**config.mk**
```make
export PLATFORM = sky130hd
export DESIGN_NAME = midi_track_event_parser_unit
export DESIGN_NICKNAME = d
export VERILOG_FILES = /design/src/hdl/mtep_pkg.sv /design/src/hdl/mtep_front.sv /design/src/hdl/mtep_queue.sv /design/src/hdl/mtep_back.sv /design/src/hdl/midi_track_event_parser_unit.sv
export SDC_FILE = /design/constraint.sdc
export NUM_CORES = 1
export LEC_CHECK = 0
export BUFFER_PORTS_ARGS = -buffer_cell sky130_fd_sc_hd__buf_4
export CORE_ASPECT_RATIO = 0.8
export CORE_UTILIZATION = 62
export CTS_BUF_LIST = sky130_fd_sc_hd__clkbuf_4 sky130_fd_sc_hd__clkbuf_8
export CTS_CLUSTER_SIZE = 40
export DETAILED_ROUTE_END_ITERATION = 10
export GPL_ROUTABILITY_DRIVEN = 1
export GPL_TIMING_DRIVEN = 0
export PLACE_DENSITY = 0.87
export SKIP_LAST_GASP = 1
export SLEW_MARGIN = 20
export SYNTH_ARGS = -nofsm -noshare
export SYNTH_HDL_FRONTEND = slang
export SYNTH_SLANG_ARGS = --single-unit
```
**constraint.sdc**
```tcl
create_clock -name clock -period 10.4 [get_ports clock]
set_clock_uncertainty 0.2 [all_clocks]
set_input_delay 1.56 -clock clock [delete_from_list [all_inputs] [get_ports clock]]
set_output_delay 1.56 -clock clock [all_outputs]
set_load 0.05 [all_outputs]
```
**src/hdl/mtep_pkg.sv**
```systemverilog
// Shared types and constants for the MIDI track event parser.
`timescale 1ns / 1ps

package mtep_pkg;

   // Accumulator width default and reported quantity width
   localparam int QUANTITY_BITS_DEFAULT = 28;
   localparam int REPORT_BITS           = 28;

   // Byte queue between front and back
   localparam int QUEUE_DEPTH    = 4;
   localparam int QUEUE_PTR_BITS = $clog2(QUEUE_DEPTH);
   localparam int QUEUE_CNT_BITS = $clog2(QUEUE_DEPTH + 1);

   // Status byte codes
   localparam logic [7:0] STATUS_META  = 8'hFF;
   localparam logic [7:0] STATUS_SYSEX = 8'hF0;
   localparam logic [7:0] STATUS_ESC   = 8'hF7;
   localparam logic [3:0] NIB_PROGRAM  = 4'hC;
   localparam logic [3:0] NIB_PRESSURE = 4'hD;

   // Event kind codes
   localparam logic [1:0] KIND_CHANNEL = 2'd0;
   localparam logic [1:0] KIND_META    = 2'd1;
   localparam logic [1:0] KIND_SYSEX   = 2'd2;

   // One classified byte as it travels through the queue
   typedef struct packed {
      logic [7:0] byte_value;
      logic       chunk_end;
      logic       status_bit;
      logic       is_meta;
      logic       is_sysex;
      logic       one_data;
   } item_type;

   // Queue status seen by the front and the back
   typedef struct packed {
      logic full;
      logic not_empty;
   } queue_status_type;

   // One finished event
   typedef struct packed {
      logic [1:0]             event_kind;
      logic [REPORT_BITS-1:0] delta_ticks;
      logic [7:0]             status_byte;
      logic [7:0]             first_data;
      logic [7:0]             second_data;
      logic [7:0]             meta_kind;
      logic [REPORT_BITS-1:0] payload_length;
      logic [23:0]            meta_value;
      logic                   overlong_flag;
      logic                   truncated_flag;
   } result_type;

endpackage

```
**src/hdl/mtep_front.sv**
```systemverilog
// Front end: accepts bytes and classifies them for the parser.
`timescale 1ns / 1ps

module mtep_front
   import mtep_pkg::*;
(
   input  logic             req_valid,
   output logic             req_ready,
   input  logic [7:0]       req_byte_value,
   input  logic             req_chunk_end,
   input  queue_status_type q_status,
   output logic             push,
   output item_type         push_item
);

   // Accept whenever the queue has room
   assign req_ready = !q_status.full;
   assign push      = req_valid && !q_status.full;

   // Classify the byte as a possible status
   always_comb begin
      push_item.byte_value = req_byte_value;
      push_item.chunk_end  = req_chunk_end;
      push_item.status_bit = req_byte_value[7];
      push_item.is_meta    = (req_byte_value == STATUS_META);
      push_item.is_sysex   = (req_byte_value == STATUS_SYSEX) ||
                             (req_byte_value == STATUS_ESC);
      push_item.one_data   = (req_byte_value[7:4] == NIB_PROGRAM) ||
                             (req_byte_value[7:4] == NIB_PRESSURE);
   end

endmodule

```
**src/hdl/mtep_queue.sv**
```systemverilog
// Short item queue between the front end and the parser.
`timescale 1ns / 1ps

module mtep_queue
   import mtep_pkg::*;
(
   input  logic             clock,
   input  logic             reset,
   input  logic             push,
   input  item_type         push_item,
   input  logic             pop,
   output item_type         head_item,
   output queue_status_type q_status
);

   item_type                  slot_ff [QUEUE_DEPTH];
   logic [QUEUE_PTR_BITS-1:0] wr_ptr_ff, wr_ptr_in;
   logic [QUEUE_PTR_BITS-1:0] rd_ptr_ff, rd_ptr_in;
   logic [QUEUE_CNT_BITS-1:0] count_ff, count_in;

   localparam logic [QUEUE_PTR_BITS-1:0] LAST_PTR = QUEUE_PTR_BITS'(QUEUE_DEPTH - 1);
   localparam logic [QUEUE_CNT_BITS-1:0] FULL_CNT = QUEUE_CNT_BITS'(QUEUE_DEPTH);

   assign head_item          = slot_ff[rd_ptr_ff];
   assign q_status.full      = (count_ff == FULL_CNT);
   assign q_status.not_empty = (count_ff != '0);

   // Advance pointers and count
   always_comb begin
      wr_ptr_in = wr_ptr_ff;
      rd_ptr_in = rd_ptr_ff;
      count_in  = count_ff;
      if (push) begin
         wr_ptr_in = (wr_ptr_ff == LAST_PTR) ? '0 : wr_ptr_ff + 1'b1;
      end
      if (pop) begin
         rd_ptr_in = (rd_ptr_ff == LAST_PTR) ? '0 : rd_ptr_ff + 1'b1;
      end
      if (push && !pop) begin
         count_in = count_ff + 1'b1;
      end else if (pop && !push) begin
         count_in = count_ff - 1'b1;
      end
   end

   always_ff @(posedge clock) begin
      if (reset) begin
         wr_ptr_ff <= '0;
         rd_ptr_ff <= '0;
         count_ff  <= '0;
      end else begin
         wr_ptr_ff <= wr_ptr_in;
         rd_ptr_ff <= rd_ptr_in;
         count_ff  <= count_in;
      end
   end

   // Store the pushed item
   always_ff @(posedge clock) begin
      if (push) begin
         slot_ff[wr_ptr_ff] <= push_item;
      end
   end

endmodule

```
**src/hdl/mtep_back.sv**
```systemverilog
// Back end: event parser state machine and result register.
`timescale 1ns / 1ps

module mtep_back
   import mtep_pkg::*;
#(
   parameter int QUANTITY_BITS = QUANTITY_BITS_DEFAULT
)
(
   input  logic             clock,
   input  logic             reset,
   input  item_type         head_item,
   input  queue_status_type q_status,
   output logic             pop,
   output logic             rsp_valid,
   input  logic             rsp_ready,
   output result_type       rsp_result
);

   localparam int QB = QUANTITY_BITS;

   typedef enum logic [6:0] {
      PH_DELTA   = 7'b0000001,
      PH_STATUS  = 7'b0000010,
      PH_DATA1   = 7'b0000100,
      PH_DATA2   = 7'b0001000,
      PH_MTYPE   = 7'b0010000,
      PH_LEN     = 7'b0100000,
      PH_PAYLOAD = 7'b1000000
   } phase_type;

   phase_type        phase_ff, phase_in;
   logic [7:0]       rs_ff, rs_in;
   logic             rs_meta_ff, rs_meta_in;
   logic             rs_sysex_ff, rs_sysex_in;
   logic             rs_one_ff, rs_one_in;
   logic [QB-1:0]    delta_ff, delta_in;
   logic [QB-1:0]    len_ff, len_in;
   logic [2:0]       qcnt_ff, qcnt_in;
   logic [QB-1:0]    remain_ff, remain_in;
   logic [7:0]       held_ff, held_in;
   logic [7:0]       mtype_ff, mtype_in;
   logic [23:0]      cap_ff, cap_in;
   logic [1:0]       seen_ff, seen_in;
   logic             over_ff, over_in;
   logic             rsp_valid_ff, rsp_valid_in;
   result_type       result_ff, result_in;

   logic             consumed, done, emit, known;
   logic [7:0]       second;
   logic [7:0]       b;
   phase_type        ph_eff;
   logic [QB+REPORT_BITS-1:0] delta_wide, len_wide;

   // Saturating count of quantity bytes
   function automatic logic [2:0] count_up(input logic [2:0] c);
      return (c == 3'd7) ? c : c + 3'd1;
   endfunction

   assign b = head_item.byte_value;

   // Parse one byte
   always_comb begin
      phase_in    = phase_ff;
      rs_in       = rs_ff;
      rs_meta_in  = rs_meta_ff;
      rs_sysex_in = rs_sysex_ff;
      rs_one_in   = rs_one_ff;
      delta_in    = delta_ff;
      len_in      = len_ff;
      qcnt_in     = qcnt_ff;
      remain_in   = remain_ff;
      held_in     = held_ff;
      mtype_in    = mtype_ff;
      cap_in      = cap_ff;
      seen_in     = seen_ff;
      over_in     = over_ff;
      consumed    = 1'b0;
      done        = 1'b0;
      second      = '0;
      ph_eff      = phase_ff;

      // Take a new status or apply running status
      if (phase_ff == PH_STATUS) begin
         if (head_item.status_bit) begin
            rs_in       = b;
            rs_meta_in  = head_item.is_meta;
            rs_sysex_in = head_item.is_sysex;
            rs_one_in   = head_item.one_data;
            consumed    = 1'b1;
         end
         if (rs_meta_in) begin
            ph_eff = PH_MTYPE;
         end else if (rs_sysex_in) begin
            ph_eff  = PH_LEN;
            qcnt_in = '0;
            len_in  = '0;
         end else begin
            ph_eff = PH_DATA1;
         end
         phase_in = ph_eff;
      end

      if (!consumed) begin
         case (ph_eff)
            PH_DELTA: begin
               delta_in = {delta_ff[QB-8:0], b[6:0]};
               qcnt_in  = count_up(qcnt_in);
               if (qcnt_in > 3'd4) over_in = 1'b1;
               if (!b[7]) begin
                  phase_in = PH_STATUS;
                  qcnt_in  = '0;
               end
            end
            PH_DATA1: begin
               held_in = b;
               if (rs_one_in) done = 1'b1;
               else phase_in = PH_DATA2;
            end
            PH_DATA2: begin
               second = b;
               done   = 1'b1;
            end
            PH_MTYPE: begin
               mtype_in = b;
               phase_in = PH_LEN;
               qcnt_in  = '0;
               len_in   = '0;
            end
            PH_LEN: begin
               len_in  = {len_in[QB-8:0], b[6:0]};
               qcnt_in = count_up(qcnt_in);
               if (qcnt_in > 3'd4) over_in = 1'b1;
               if (!b[7]) begin
                  remain_in = len_in;
                  if (len_in == '0) done = 1'b1;
                  else phase_in = PH_PAYLOAD;
               end
            end
            PH_PAYLOAD: begin
               // keep the first three payload bytes
               if (seen_ff != 2'd3) begin
                  cap_in  = {cap_ff[15:0], b};
                  seen_in = seen_ff + 2'd1;
               end
               remain_in = remain_ff - {{(QB-1){1'b0}}, 1'b1};
               if (remain_in == '0) done = 1'b1;
            end
            default: begin
               phase_in = PH_DELTA;
            end
         endcase
      end

      emit  = done || head_item.chunk_end;
      known = (phase_in != PH_DELTA) && (phase_in != PH_STATUS);

      // Build the result from the updated state
      delta_wide = {{REPORT_BITS{1'b0}}, delta_in};
      len_wide   = {{REPORT_BITS{1'b0}}, len_in};
      result_in  = '0;
      result_in.delta_ticks    = delta_wide[REPORT_BITS-1:0];
      result_in.overlong_flag  = over_in;
      result_in.truncated_flag = !done;
      if (known) begin
         result_in.status_byte = rs_in;
         if (rs_meta_in) begin
            result_in.event_kind     = KIND_META;
            result_in.meta_kind      = mtype_in;
            result_in.payload_length = len_wide[REPORT_BITS-1:0];
            result_in.meta_value     = cap_in;
         end else if (rs_sysex_in) begin
            result_in.event_kind     = KIND_SYSEX;
            result_in.payload_length = len_wide[REPORT_BITS-1:0];
         end else begin
            result_in.event_kind  = KIND_CHANNEL;
            result_in.first_data  = held_in;
            result_in.second_data = second;
         end
      end

      // Clear the event once it is reported
      if (emit) begin
         phase_in  = PH_DELTA;
         delta_in  = '0;
         len_in    = '0;
         qcnt_in   = '0;
         remain_in = '0;
         held_in   = '0;
         mtype_in  = '0;
         cap_in    = '0;
         seen_in   = '0;
         over_in   = 1'b0;
      end
   end

   // Take the next byte unless a result would have nowhere to go
   assign pop = q_status.not_empty && (!emit || !rsp_valid_ff || rsp_ready);

   always_comb begin
      rsp_valid_in = rsp_valid_ff;
      if (pop && emit) begin
         rsp_valid_in = 1'b1;
      end else if (rsp_ready) begin
         rsp_valid_in = 1'b0;
      end
   end

   always_ff @(posedge clock) begin
      if (reset) begin
         phase_ff     <= PH_DELTA;
         rs_ff        <= '0;
         rs_meta_ff   <= 1'b0;
         rs_sysex_ff  <= 1'b0;
         rs_one_ff    <= 1'b0;
         delta_ff     <= '0;
         len_ff       <= '0;
         qcnt_ff      <= '0;
         remain_ff    <= '0;
         held_ff      <= '0;
         mtype_ff     <= '0;
         cap_ff       <= '0;
         seen_ff      <= '0;
         over_ff      <= 1'b0;
         rsp_valid_ff <= 1'b0;
      end else begin
         if (pop) begin
            phase_ff    <= phase_in;
            rs_ff       <= rs_in;
            rs_meta_ff  <= rs_meta_in;
            rs_sysex_ff <= rs_sysex_in;
            rs_one_ff   <= rs_one_in;
            delta_ff    <= delta_in;
            len_ff      <= len_in;
            qcnt_ff     <= qcnt_in;
            remain_ff   <= remain_in;
            held_ff     <= held_in;
            mtype_ff    <= mtype_in;
            cap_ff      <= cap_in;
            seen_ff     <= seen_in;
            over_ff     <= over_in;
         end
         rsp_valid_ff <= rsp_valid_in;
      end
   end

   // Hold the result payload
   always_ff @(posedge clock) begin
      if (pop && emit) begin
         result_ff <= result_in;
      end
   end

   assign rsp_valid  = rsp_valid_ff;
   assign rsp_result = result_ff;

endmodule

```
**src/hdl/midi_track_event_parser_unit.sv**
```systemverilog
// Top level of the MIDI track event parser.
//
//   channel | direction | handshake             | payload
//   req     | in        | req_valid / req_ready | byte_value, chunk_end
//   rsp     | out       | rsp_valid / rsp_ready | one finished or truncated event
//
// One byte per cycle sustained unless a result waits on rsp_ready; the parser
// state updates once per byte. The byte that ends an event is registered in a
// queue slot, then its result in the result register.
// Reset is synchronous; there is no clearing pass.
// While a result waits on rsp_ready the parser holds only a byte that would finish
// another event; the four-entry queue keeps it and up to three more bytes.
`timescale 1ns / 1ps

module midi_track_event_parser_unit
   import mtep_pkg::*;
#(
   parameter int QUANTITY_BITS = QUANTITY_BITS_DEFAULT
)
(
   input  logic        clock,
   input  logic        reset,
   input  logic        req_valid,
   output logic        req_ready,
   input  logic [7:0]  req_byte_value,
   input  logic        req_chunk_end,
   output logic        rsp_valid,
   input  logic        rsp_ready,
   output logic [1:0]  rsp_event_kind,
   output logic [27:0] rsp_delta_ticks,
   output logic [7:0]  rsp_status_byte,
   output logic [7:0]  rsp_first_data,
   output logic [7:0]  rsp_second_data,
   output logic [7:0]  rsp_meta_kind,
   output logic [27:0] rsp_payload_length,
   output logic [23:0] rsp_meta_value,
   output logic        rsp_overlong_flag,
   output logic        rsp_truncated_flag
);

   queue_status_type q_status;
   item_type         push_item;
   item_type         head_item;
   logic             push;
   logic             pop;
   result_type       result;

   mtep_front u_front (
      .req_valid      (req_valid),
      .req_ready      (req_ready),
      .req_byte_value (req_byte_value),
      .req_chunk_end  (req_chunk_end),
      .q_status       (q_status),
      .push           (push),
      .push_item      (push_item)
   );

   mtep_queue u_queue (
      .clock     (clock),
      .reset     (reset),
      .push      (push),
      .push_item (push_item),
      .pop       (pop),
      .head_item (head_item),
      .q_status  (q_status)
   );

   mtep_back #(
      .QUANTITY_BITS (QUANTITY_BITS)
   ) u_back (
      .clock      (clock),
      .reset      (reset),
      .head_item  (head_item),
      .q_status   (q_status),
      .pop        (pop),
      .rsp_valid  (rsp_valid),
      .rsp_ready  (rsp_ready),
      .rsp_result (result)
   );

   // Spread the result onto its ports
   assign rsp_event_kind     = result.event_kind;
   assign rsp_delta_ticks    = result.delta_ticks;
   assign rsp_status_byte    = result.status_byte;
   assign rsp_first_data     = result.first_data;
   assign rsp_second_data    = result.second_data;
   assign rsp_meta_kind      = result.meta_kind;
   assign rsp_payload_length = result.payload_length;
   assign rsp_meta_value     = result.meta_value;
   assign rsp_overlong_flag  = result.overlong_flag;
   assign rsp_truncated_flag = result.truncated_flag;

endmodule

```
# Word level (Yosys, flattened, before mapping)
# Memories as Yosys holds them, arrays and structs flattened. A register that Yosys moved wholly into a read port is not among the register bits.
# Index checks and enable logic that the tools add are counted.
[word_totals]
mem_count = 1
ramBits = 52
register_bits = 272
inputBits = 13
[memory_table]
columns = ["memory", "words", "word_bits", "rd", "rd_ports_with_merged_regs", "wr", "line_no", "source"]
rows = [
  ["u_queue.slot_ff", 4, 13, 1, 1, 1, "mtep_queue.sv:16", "item_type slot_ff [QUEUE_DEPTH];"],
]
[op_classes]
order_cmp = 1
n_reduce_logical = 33
n_eq_ne = 21
addsub = 7
n_mux = 81
n_bitwise = 2
[op_table]
columns = ["cell", "n"]
rows = [
  ["28-bit 2-to-1 mux", 13],
  ["28-bit one-hot mux with 2 select lines", 2],
  ["24-bit 2-to-1 mux", 4],
  ["8-bit 2-to-1 mux", 8],
  ["28-bit logical NOT", 2],
  ["7-bit 2-to-1 mux", 8],
  ["7-bit one-hot mux with 5 select lines", 1],
  ["28-bit by 1-bit subtractor with 28-bit output (second input constant)", 1],
  ["3-bit 2-to-1 mux", 9],
  ["8-bit == test (second input constant)", 3],
  ["1-bit 2-to-1 mux", 24],
  ["2-bit 2-to-1 mux", 9],
  ["3-bit one-hot mux with 3 select lines", 1],
  ["4-bit == test (second input constant)", 2],
  ["4-bit AND reduction", 2],
  ["2-bit nonzero test", 4],
  ["7-bit by 1-bit == test with 1-bit output (second input constant)", 1],
  ["7-bit by 2-bit == test with 1-bit output (second input constant)", 1],
  ["7-bit by 3-bit == test with 1-bit output (second input constant)", 1],
  ["7-bit by 4-bit == test with 1-bit output (second input constant)", 1],
  ["7-bit by 5-bit == test with 1-bit output (second input constant)", 1],
  ["7-bit by 6-bit == test with 1-bit output (second input constant)", 1],
  ["7-bit == test (second input constant)", 1],
  ["7-bit by 1-bit != test with 1-bit output (second input constant)", 1],
  ["20 further kinds", 44],
]

# Depth between registers and ports, before layout
# Gate-level depths: netlist (run 1).
[depth]
ltp_word = 18
mapped_depth = 20

# Hierarchy
# From an unflattened synthesis (run 1), not the netlist that was laid out.
[unflattened]
hier_cells = 1313
area_unflattened_um2 = 14443.9
[by_module_without_submodules]
columns = ["mod", "area_per_inst_um2", "seq_area_each_um2", "n_inst", "cells_each"]
rows = [
  ["mtep_back", 11987.7, 6466.2, 1, 1182],
  ["mtep_queue", 2323.5, 1741.7, 1, 111],
  ["mtep_front", 132.6, 0.0, 1, 20],
]

# Least setup slack after synthesis (run 1)
# Ideal clock, no wire load.
[synth_path]
kind = "input to register"
start = "input port rsp_ready"
end = "register u_back.result_ff, in the netlist u_back.rsp_result[0] (enable)"
t_required_ps = 9569
slack_ps = 1138
stages = 10
setup_ps = 631
arrival_ps = 8431
path_cell_list = "inv_1 > nand2_1 > o21ai_0 > a2111oi_2 > or2_1 > buf_6 > inv_2 > buf_6 > buf_6 > a21oi_1"
[synth_between]
elab_chain_cells = 3
[synth_lines]
columns = ["item", "line_no", "source"]
rows = [
  ["from (decl)", "midi_track_event_parser_unit.sv:28", "input logic rsp_ready,"],
  ["1-bit logical OR", "mtep_back.sv:198", "assign pop = q_status.not_empty && (!emit || !rsp_valid_ff || rsp_ready);"],
  ["1-bit logical AND", "mtep_back.sv:198", ""],
  ["1-bit logical AND", "mtep_back.sv:249", "if (pop && emit) begin"],
  ["to (signal assigned)", "mtep_back.sv:250", "result_ff <= result_in;"],
  ["to (decl)", "mtep_back.sv:47", "result_type result_ff, result_in;"],
]
# No other way between the ends.
# A chain may end at the register's enable or synchronous reset.

# Final worst setup path (run 1)
[layout_path]
start = "register u_back.remain_ff[0]"
end = "register u_queue.count_ff[2]"
[layout_between]
elab_chain_cells = 13
elab_cells_between_ends = 15
cone_classes = "add/sub (1); mux (4); reduce/logical (10)"
[layout_lines]
columns = ["item", "line_no", "source"]
rows = [
  ["from (decl)", "mtep_back.sv:40", "logic [QB-1:0] remain_ff, remain_in;"],
  ["from (signal assigned)", "mtep_back.sv:236", "remain_ff <= remain_in;"],
  ["28-bit by 1-bit subtractor with 28-bit output (*)", "mtep_back.sv:146", "remain_in = remain_ff - {{(QB-1){1'b0}}, 1'b1};"],
  ["28-bit logical NOT (*)", "mtep_back.sv:147", "if (remain_in == '0) done = 1'b1;"],
  ["1-bit 2-to-1 mux (*)", "mtep_back.sv:147", ""],
  ["1-bit one-hot mux with 4 select lines (*)", "mtep_back.sv:105", "case (ph_eff)"],
  ["1-bit 2-to-1 mux (*)", "mtep_back.sv:104", "if (!consumed) begin"],
  ["1-bit logical OR (*)", "mtep_back.sv:155", "emit = done || head_item.chunk_end;"],
  ["1-bit logical NOT (*)", "mtep_back.sv:198", ""],
  ["1-bit logical OR (*) (2 in a row)", "mtep_back.sv:198", ""],
  ["1-bit logical AND (*)", "mtep_back.sv:198", ""],
  ["1-bit logical NOT", "mtep_queue.sv:39", "if (push && !pop) begin"],
  ["1-bit logical AND", "mtep_queue.sv:39", ""],
  ["3-bit 2-to-1 mux / 2-bit nonzero test (equally long branches)", "--", ""],
  ["to (signal assigned)", "mtep_queue.sv:54", "count_ff <= count_in;"],
  ["to (decl)", "mtep_queue.sv:19", "logic [QUEUE_CNT_BITS-1:0] count_ff, count_in;"],
]
# Every way passes the cells marked *; elsewhere a longest branch is shown, timed or not.

==> results of run 1 <==
[synth_stat cells, drive strengths merged (24+ instances only)]
cell type  count  area (um2)
a21oi        124       620.6
a22o          32       280.3
a32oi         53       464.2
buf           33       229.0
clkbuf        86       322.8
dfxtp        158        3163
edfxtp       164        4925
mux2          24       270.3
nand2        165       619.3
nand3         38       190.2
nand4         41       256.5
nor2         138       518.0
nor3b         24       180.2
o21ai         30       153.9
o2bb2ai       26       227.7
[kinds of logic after synthesis]
kind of cell | after synthesis | share of synthesized area, %
buf+inv | 142 | 4.356
flops | 322 | 55.21
simple gates | 519 | 17.41
fa+ha+maj | 11 | 0.9909
compound gates | 347 | 16.49
mux | 45 | 4.220
xor+xnor | 22 | 1.315
[area by class of cell]
class / instances / area [um2]
multi-input cells: 944 / 5933
clock inverters: 15 / 141.4
inverters: 23 / 86.33
repair buffers: 134 / 1094
fillers: 1553 / 5595
flip-flops and latches: 322 / 8088
well taps: 306 / 382.9
plain buffers: 119 / 551.8
clock buffers: 77 / 934.6
[final timing paths]
kind | to | from
worst max register to register | u_queue.count_ff[2] | u_back.remain_ff[0]
worst min register to register | u_back.rs_ff[7] | u_back.rs_ff[7]
worst min-delay path | u_back.rs_ff[7] | u_back.rs_ff[7]
worst max-delay path | u_queue.count_ff[2] | u_back.remain_ff[0]
[worst max-delay path, delay by kind of cell (launching register included)]
kind | cells | cell delay (ns)
AND/OR/NAND/NOR | 4 | 1.22
buffers and inverters | 7 | 1.18
adder cells (fa/ha/maj) | 3 | 0.89
flip-flops | 1 | 0.42
AO/OA/AOI/OAI | 3 | 0.93
XOR/XNOR | 2 | 0.33
[power groups by stage]
| stage | registers (mW) | logic [mW] | clock network (mW) |
|---|---|---|---|
| finish | 1.79 | 2.24 | 1.13 |
| global placement | 1.90 | 2.08 | 0 |
| CTS | 1.79 | 2.21 | 1.13 |
| floorplan | 2.68 | 0.655 | 0 |
| global route | 1.82 | 2.31 | 1.19 |
| detailed placement | 1.82 | 2.20 | 0 |
[sequential cells by signal, summed over array words and instances, names as in the netlist, 2 cells and up, named ones only]
register / flops
u_back.cap_ff: 24
u_queue.rd_ptr_ff: 2
u_back.rs_ff: 8
u_back.seen_ff: 2
u_back.len_ff: 28
u_back.delta_ff: 28
u_queue.count_ff: 3
u_queue.wr_ptr_ff: 2
u_queue.slot_ff: 48
u_back.rsp_result: 116
u_back.phase_ff: 7
u_back.qcnt_ff: 3
u_back.remain_ff: 28
u_back.held_ff: 8
u_back.mtype_ff: 8
[metal layers]
layer	track usage [%]	wire length, um	up-vias
met4	10.57	1067	2
met5	0	13	-
met2	49.77	17910	969
li1	-	-	5659
met3	8.607	5431	124
met1	48.07	16770	6015
[stage by stage]
| stage | hold WS (ns) | std cells | total power, mW |
|---|---|---|---|
| finish | 0.2641 | 1940 | 5.164 |
| global route | 0.2798 | 1940 | 5.315 |
| CTS | 0.2579 | 1940 | 5.133 |
| detailed placement | 0.2491 | 1848 | 4.018 |
| global placement | 0.2465 | 1843 | 3.977 |
| floorplan | 0.2318 | 1408 | 3.330 |
==> out/results.tsv, run 1 <==
stage	metric	value	unit
outcome	outcome	completed	
pwr	p_int	2.913	mW
flow_run	drv_cap	0	
grt	grt_util_all_layers	33.46	%
die	coreArea	0.02281	mm2
clock_network	ctsHoldBuffers	0	
pwr	clockPowerShare	21.9	%
synthesis	yosysWarnings	0	
place	routabilityCongestion	1.012	
timing	fin_crit	5.258	ns
synthesis	ys_async_sr_fraction	0	%
clock_network	cts_max_level	2	
detailed_routing	wl_per_cell	21.23	um
clock_network	clock_latency	0.61	ns
timing	tightest_slew	1.026	ns
synthesis	syn_inst	1408	
clock_network	post_cts_resized	0	
cells_and_area	final_common_cell	nand2_1	
die	io_pins	131	
timing	final-setup-viol-count	0	
setup_path	critPathLaunchType	flip-flop	
timing	finalCritPeriodShare	50.56	%
place	placed_area	0.01614	mm2
cells_and_area	layout_common_cells	nand2_1 (165), edfxtp_1 (164), dfxtp_1 (158)	
detailed_routing	avgViaCountPerCell	6.582	
cells_and_area	final_core_util	75.47	%
synthesis	postSynthNetCount	1432	
timing	hold_viol	0	
detailed_routing	final_antenna_net_count	0	
clock_network	cts_root_buf	clkbuf_8	
timing	rsz0062_at_grt	false	
synthesis	ys_seq_area_share	55.21	%
timing	tns	0	ns
detailed_routing	first_iter_violations	2087	
detailed_routing	firstDrtPassIters	6	
detailed_routing	route.vias.total	12770	
cells_and_area	fin_nets	1617	
grt	antenna_found_initial	1	
die	fp.dieH	139.5	um
clock_network	post-cts-setup-buffer-count	0	
synthesis	synth.lib_cells_used.distinct	70	
clock_network	cts_buffers	49	
place	port_buffers	129	
die	dieArea	0.02425	mm2
grt	grt_pass1_wl	64.21	mm
grt	grt-ovfl-total	0	
clock_network	cts_max_path_buffers	3	
timing	setup_slack	5.142	ns
pwr	p_leak	6.211	nW
timing	fmax	0.1902	GHz
pwr	p_switching	2.251	mW
cells_and_area	syn2layout_area_growth	17.50	%
pwr	power_density	300.0	mW/mm2
clock_network	path_clk_slew	0.07	ns
min_path	holdPathStages	2	
cells_and_area	drive_gt1_share	19.16	%
clock_network	cts_sinks	322	
detailed_routing	routed_wl	41.19	mm
setup_path	cp_slowest_cell	a2111oi_2	
setup_path	required	10.70	ns
synthesis	synth_seq_cells	322	
pwr	seqPwrFrac	34.7	%
synthesis	synth_area_per_cell	10.40	um2
setup_path	arrival	5.56	ns
synthesis	synthFlopType	edfxtp_1	
cells_and_area	fin_area	0.01721	mm2
grt	grt_max_degree	30	
setup_path	crit_chain	inv_1, ha_1, clkbuf_1, nand3_1, nor3_1, xor2_1, a2111oi_2, a2111oi_2, or2_1, buf_6, inv_2, buf_6, buf_4, ha_1, inv_1, fa_1, xor2_1, or3_1, a21oi_1	
die	chipWidth	173.9	um
synthesis	syn_area	0.01465	mm2
clock_network	cts_tree	done	
detailed_routing	drc	0	
min_path	min_path_type	flip-flop to flip-flop	
setup_path	path_class	flip-flop to flip-flop	
die	fp-row-count	49	
setup_path	crit_path_max_fanout	10	
pwr	irDropWorstVdd	0.0001700	V
setup_path	rr_worst_depth	19	
setup_path	rrSetupSlack	5.14	ns
synthesis	synth_edf_count	164	
pwr	switching_share	43.59	%
pwr	combPwrFrac	43.4	%
cells_and_area	insertedDiodeCount	0	
setup_path	critPathMaxStageDelay	0.57	ns
place	hpwl	28.59	mm
timing	max_slew_margin	31.37	%
die	initial_core_util	64.23	%
grt	grt_pass1_vias	11810	
place	pre_cts_ws	5.377	ns
setup_path	end_kind	flip-flop	
timing	drv_slew	0	
(Power assumes the default switching activity.)
==> run 2, diff against run 1 <==
==> constraint.sdc (replaced) <==
create_clock -name clock -period 4.85 [get_ports clock]
set_clock_uncertainty 0.2 [all_clocks]
set_input_delay 0.7275 -clock clock [delete_from_list [all_inputs] [get_ports clock]]
set_output_delay 0.7275 -clock clock [all_outputs]
set_load 0.05 [all_outputs]
==> out/results.tsv, run 2 (synthesis gave the netlist of run 1 again) <==
stage	metric	value	unit	change
setup_path	crit_path_max_fanout	10		unchanged
grt	grt-ovfl-total	0		unchanged
timing	final-setup-viol-count	0		unchanged
place	hpwl	28.96	mm	+1.3%
setup_path	crit_chain	buf_6, mux4_2, mux2i_2, a21oi_1, a2111o_1, nand4_1, a41oi_2, or2_1, buf_6, inv_2, buf_6, buf_12, ha_2, inv_1, fa_1, xor2_1, or3_1, a21oi_2		
setup_path	critPathBufInv	6		-1
setup_path	arrival	5.06	ns	-0.50 ns
setup_path	path_class	flip-flop to flip-flop		
setup_path	crit_top_cell	buf_6		
detailed_routing	final_antenna_net_count	0		unchanged
detailed_routing	wl_per_cell	21.84	um	+2.9%
detailed_routing	avgViaCountPerCell	6.642		+0.91%
detailed_routing	route.vias.total	12950		+1.4%
die	dieArea	0.02425	mm2	unchanged
pwr	power_density	642.5	mW/mm2	+110%
clock_network	cts_buffers	49		unchanged
grt	grt_pass1_vias	11900		+0.77%
min_path	min_path_type	primary input to flip-flop		
clock_network	cts_root_buf	clkbuf_8		
timing	fmax	0.2104	GHz	+11%
cells_and_area	nFillCells	1508		-2.9%
detailed_routing	firstDrtPassIters	6		unchanged
flow_run	drv_cap	0		unchanged
grt	grt_pass1_wl	64.71	mm	+0.77%
setup_path	cp_slowest_cell	mux4_2		
timing	finalCritPeriodShare	97.99	%	+47 points
die	coreArea	0.02281	mm2	unchanged
die	io_pins	131		unchanged
pwr	p_leak	6.268	nW	+0.92%
cells_and_area	layout_common_cells	nand2_1 (165), edfxtp_1 (164), dfxtp_1 (157)		
timing	hold_viol	0		unchanged
clock_network	clock_latency	0.59	ns	-0.02 ns
clock_network	cts_sinks	322		unchanged
die	fp.dieH	139.5	um	unchanged
timing	max_slew_margin	25.85	%	-5.5 points
detailed_routing	drc	0		unchanged
place	placed_area	0.01618	mm2	+0.26%
place	port_buffers	129		unchanged
clock_network	cts_max_level	2		unchanged
pwr	irDropWorstVdd	0.0003712	V	+120%
clock_network	cts_max_path_buffers	3		unchanged
setup_path	end_kind	flip-flop		
die	chipWidth	173.9	um	unchanged
timing	tightest_slew	1.108	ns	+0.08253 ns
cells_and_area	fin_area	0.01741	mm2	+1.2%
timing	drv_slew	0		unchanged
cells_and_area	final_core_util	76.34	%	+0.88 points
cells_and_area	syn2layout_area_growth	18.87	%	
clock_network	ctsHoldBuffers	0		unchanged
setup_path	critPathLaunchType	flip-flop		
cells_and_area	fin_nets	1627		+0.62%
grt	grt_util_all_layers	34.04	%	+0.58 points
detailed_routing	first_iter_violations	1954		-6.4%
die	fp-row-count	49		unchanged
cells_and_area	final_common_cell	nand2_1		
setup_path	crit_family	multiplexers		
place	routabilityCongestion	1.007		-0.47%
cells_and_area	insertedDiodeCount	0		unchanged
setup_path	critPathMaxStageDelay	0.64	ns	+0.07 ns
min_path	hold_start	req_chunk_end		
grt	antenna_found_initial	0		-1
detailed_routing	routed_wl	42.59	mm	+3.4%
outcome	outcome	completed		
clock_network	cts_tree	done		
setup_path	required	5.16	ns	-5.54 ns
die	initial_core_util	64.23	%	unchanged
timing	fin_crit	4.752	ns	-0.5058 ns
cells_and_area	largest_reg_flops	116		unchanged
cells_and_area	drive_gt1_share	20.32	%	+1.2 points
timing	holdWs	0.1485	ns	-0.1156 ns
grt	grt_max_degree	30		unchanged
clock_network	path_clk_slew	0.07	ns	about the same
[run 2: per-stage QoR]
stage | setup TNS (ns) | setup WS, ns | cells | power (mW)
3_5_place_dp | -0.1268 | -0.1268 | 1848 | 8.663
5_1_grt | -0.01659 | -0.01659 | 1950 | 11.49
2_1_floorplan | -39.23 | -0.3360 | 1408 | 7.054
6_report | 0 | 0.09756 | 1950 | 11.19
3_3_place_gp | -175.74 | -1.508 | 1843 | 8.418
4_1_cts | 0 | 0.01761 | 1941 | 11.03
[run 2: timing repair]
item	CTS	global route
resized for setup	5	22
buffers inserted	3	10
pin swaps	3	9
setup endpoints to repair	1	2
[run 2: metal layers]
layer / track usage (%) / wire, um
met1: 47.81 / 17090
met2: 51.03 / 18810
met3: 8.142 / 5292
met4: 13.71 / 1394
met5: 0 / 0
[run 2: layout make-up]
cell class	count	area, um2	area share, %
sequential	322	8089	46.46
tap	306	382.9	2.199
clock inverter	21	178.9	1.028
multi-input combinational	944	6038	34.68
timing repair buffer	147	1204	6.913
inverter	23	86.33	0.4958
buffer	116	574.3	3.298
clock buffer	71	858.3	4.930
[run 2: final timing paths]
| path | slack (ns) | depth (start not counted) | end |
|---|---|---|---|
| setup reg to reg | 0.1 | 18 | u_queue.count_ff[2] |
| hold / removal | 0.15 | 1 | u_queue.slot_ff[2][4] |
| hold reg to reg | 0.28 | 2 | u_back.rs_ff[7] |
| setup / recovery | 0.1 | 18 | u_queue.count_ff[2] |
[run 2: where the power goes]
group / internal (mW) / switching [mW]
clock: 1.30 / 1.09
sequential: 3.63 / 0.245
combinational: 1.35 / 3.58
==> run 3, diff against run 2 <==
--- a/config.mk
+++ b/config.mk
@@ -6,14 +6,14 @@
 export NUM_CORES = 1
 export LEC_CHECK = 0
 export BUFFER_PORTS_ARGS = -buffer_cell sky130_fd_sc_hd__buf_4
-export CORE_ASPECT_RATIO = 0.8
-export CORE_UTILIZATION = 62
+export CORE_ASPECT_RATIO = 0.75
+export CORE_UTILIZATION = 56
 export CTS_BUF_LIST = sky130_fd_sc_hd__clkbuf_4 sky130_fd_sc_hd__clkbuf_8
 export CTS_CLUSTER_SIZE = 40
 export DETAILED_ROUTE_END_ITERATION = 10
 export GPL_ROUTABILITY_DRIVEN = 1
 export GPL_TIMING_DRIVEN = 0
-export PLACE_DENSITY = 0.87
+export PLACE_DENSITY = 0.83
 export SKIP_LAST_GASP = 1
 export SLEW_MARGIN = 20
 export SYNTH_ARGS = -nofsm -noshare
==> constraint.sdc (replaced) <==
create_clock -name clock -period 4.2 [get_ports clock]
set_clock_uncertainty 0.2 [all_clocks]
set_input_delay 0.63 -clock clock [delete_from_list [all_inputs] [get_ports clock]]
set_output_delay 0.63 -clock clock [all_outputs]
set_load 0.05 [all_outputs]
==> out/results.tsv, run 3 (synthesis gave the netlist of run 1 again) <==
stage	metric	value	unit	change
outcome	outcome	complete, but fails checks		
outcome	violations	negative setup slack		
grt	grt_pass1_vias	12010		+0.90%
clock_network	clock_latency	0.60	ns	about the same
timing	setup_slack	-0.1973	ns	-0.2949 ns
cells_and_area	largest_reg_flops	116		unchanged
setup_path	required	4.30	ns	-0.86 ns
cells_and_area	syn2layout_area_growth	21.55	%	
clock_network	path_clk_slew	0.07	ns	about the same
timing	drv_slew	0		unchanged
die	initial_core_util	57.81	%	-6.4 points
setup_path	crit_family	buffers and inverters		
detailed_routing	first_iter_violations	1910		-2.3%
grt	antenna_found_initial	0		unchanged
flow_run	drv_cap	0		unchanged
timing	finalCritPeriodShare	104.7	%	+6.7 points
pwr	irDropWorstVdd	0.0008136	V	+120%
clock_network	cts_buffers	48		-2.0%
min_path	holdPathEnd	u_queue.slot_ff[3][4]		
detailed_routing	firstDrtPassIters	7		+1
setup_path	path_class	flip-flop to flip-flop		
die	coreArea	0.02534	mm2	+11%
grt	grt_pass1_wl	66.54	mm	+2.8%
min_path	min_path_type	primary input to flip-flop		
cells_and_area	insertedDiodeCount	0		unchanged
place	port_buffers	129		unchanged
pwr	power.total	13.15	mW	+18%
die	dieArea	0.02681	mm2	+11%
cells_and_area	final_common_cell	buf_4		
clock_network	cts_max_level	2		unchanged
setup_path	critPathMaxStageDelay	0.62	ns	-0.02 ns
setup_path	critPathLaunchType	flip-flop		
min_path	holdPathStages	1		unchanged
setup_path	rrSetupSlack	-0.20	ns	-0.29 ns
timing	hold_viol	0		unchanged
timing	fin_crit	4.397	ns	-0.3551 ns
setup_path	r2r-end	u_back.rsp_result[70]		
cells_and_area	drive_gt1_share	22.59	%	+2.3 points
detailed_routing	routed_wl	43.70	mm	+2.6%
cells_and_area	layout_common_cells	buf_4 (181), nand2_1 (165), edfxtp_1 (164)		
min_path	hold_start	req_chunk_end		
pwr	power_density	738.5	mW/mm2	+15%
cells_and_area	final_core_util	70.27	%	-6.1 points
setup_path	arrival	4.49	ns	-0.57 ns
detailed_routing	wl_per_cell	21.68	um	-0.74%
setup_path	rr_worst_depth	16		-2
grt	grt-ovfl-total	0		unchanged
die	fp.dieH	142.1	um	+1.9%
setup_path	crit_path_max_fanout	28		+18
die	io_pins	131		unchanged
timing	max_slew_margin	25.69	%	-0.16 points
detailed_routing	drc	0		unchanged
die	fp-row-count	50		+2.0%
clock_network	cts_root_buf	clkbuf_8		
detailed_routing	avgViaCountPerCell	6.472		-2.6%
grt	grt_max_degree	29		-3.3%
detailed_routing	route.vias.total	13050		+0.73%
setup_path	crit_chain	buf_6, buf_6, mux4_2, buf_4, nand3b_1, mux2i_1, o21ai_4, a2111oi_4, or2_4, clkinv_4, buf_4, buf_4, buf_6, a21oi_4, clkbuf_16, buf_16		
timing	final-setup-viol-count	94		+94
clock_network	ctsHoldBuffers	0		unchanged
cells_and_area	nFillCells	1852		+23%
pwr	p_leak	6.455	nW	+3.0%
setup_path	cp_slowest_cell	mux4_2		
clock_network	cts_max_path_buffers	3		unchanged
place	routabilityCongestion	0.9788		-2.8%
die	chipWidth	188.8	um	+8.6%
clock_network	cts_sinks	322		unchanged
timing	fmax	0.2274	GHz	+8.1%
place	hpwl	29.64	mm	+2.3%
cells_and_area	fin_nets	1663		+2.2%
timing	rsz0062_at_grt	true		
timing	tightest_slew	1.115	ns	+0.006551 ns
setup_path	critPathBufInv	9		+3
grt	grt_util_all_layers	31.83	%	-2.2 points
detailed_routing	final_antenna_net_count	0		unchanged
setup_path	end_kind	flip-flop		
clock_network	cts_tree	done		
[run 3: cell types whose count changed in the layout (fill, tap and decap cells not counted), moves of 3 or more]
cell	previous run	this run
buf_4	147	181
bufinv_16	3	0
clkbuf_8	52	58
clkinv_1	12	9
[run 3: worst max path at each step]
stage,from,endpoint,slack (ns),depth (start not counted)
global route,flip-flop,u_queue.count_ff[2],-0.27,17
finish,flip-flop,u_back.rsp_result[70],-0.20,16
detailed placement,flip-flop,u_queue.count_ff[2],-0.88,19
floorplan,flip-flop,u_back.rsp_result[0],-0.98,13
CTS,flip-flop,u_queue.count_ff[2],-0.14,19
global placement,flip-flop,u_back.rsp_result[88],-2.22,13
[run 3: metal layers]
metal  up-vias  wire (um)  GRT usage, %
li1       5744          -             -
met3       137       5805         8.013
met2       947      18860         47.62
met1      6219      17810         45.64
met5         -          0             0
met4         0       1229         9.508
[run 3: where the power goes]
group          internal [mW]  total [mW]  leakage [nW]  switching (mW)
logic                   1.76        6.03          3.04            4.26
registers               4.19        4.46          2.88           0.273
clock network           1.41        2.66         0.535            1.25
total                   7.36        13.1          6.45            5.78
[run 3: what timing repair did]
action	in CTS	in global routing
setup endpoints to repair	128	121
pin swaps	19	22
gates cloned	0	1
setup buffers	40	17
gates resized for setup	30	15
[run 3: metrics by stage]
| step | setup TNS [ns] | cell area [um2] | hold slack, ns | cells | setup WS [ns] |
|---|---|---|---|---|---|
| 6_report | -14.49 | 17800 | 0.05224 | 2016 | -0.1973 |
| 5_1_grt | -20.85 | 17800 | 0.03212 | 2016 | -0.2696 |
| 4_1_cts | -0.3336 | 17660 | 0.03008 | 2005 | -0.1442 |
| 3_5_place_dp | -47.46 | 16230 | 0.2494 | 1880 | -0.8779 |
| 3_3_place_gp | -260.12 | 16090 | 0.2435 | 1875 | -2.218 |
| 2_1_floorplan | -114.94 | 14700 | 0.2318 | 1408 | -0.9826 |
[run 3: layout make-up]
cell class | count | area [um2] | area share (%)
multi-input cells | 944 | 6106 | 34.29
plain buffers | 114 | 554.3 | 3.113
clock buffers | 75 | 925.9 | 5.200
well taps | 338 | 422.9 | 2.375
repair buffers | 186 | 1530 | 8.595
inverters | 23 | 91.34 | 0.5130
flip-flops and latches | 322 | 8094 | 45.46
clock inverters | 14 | 80.08 | 0.4498
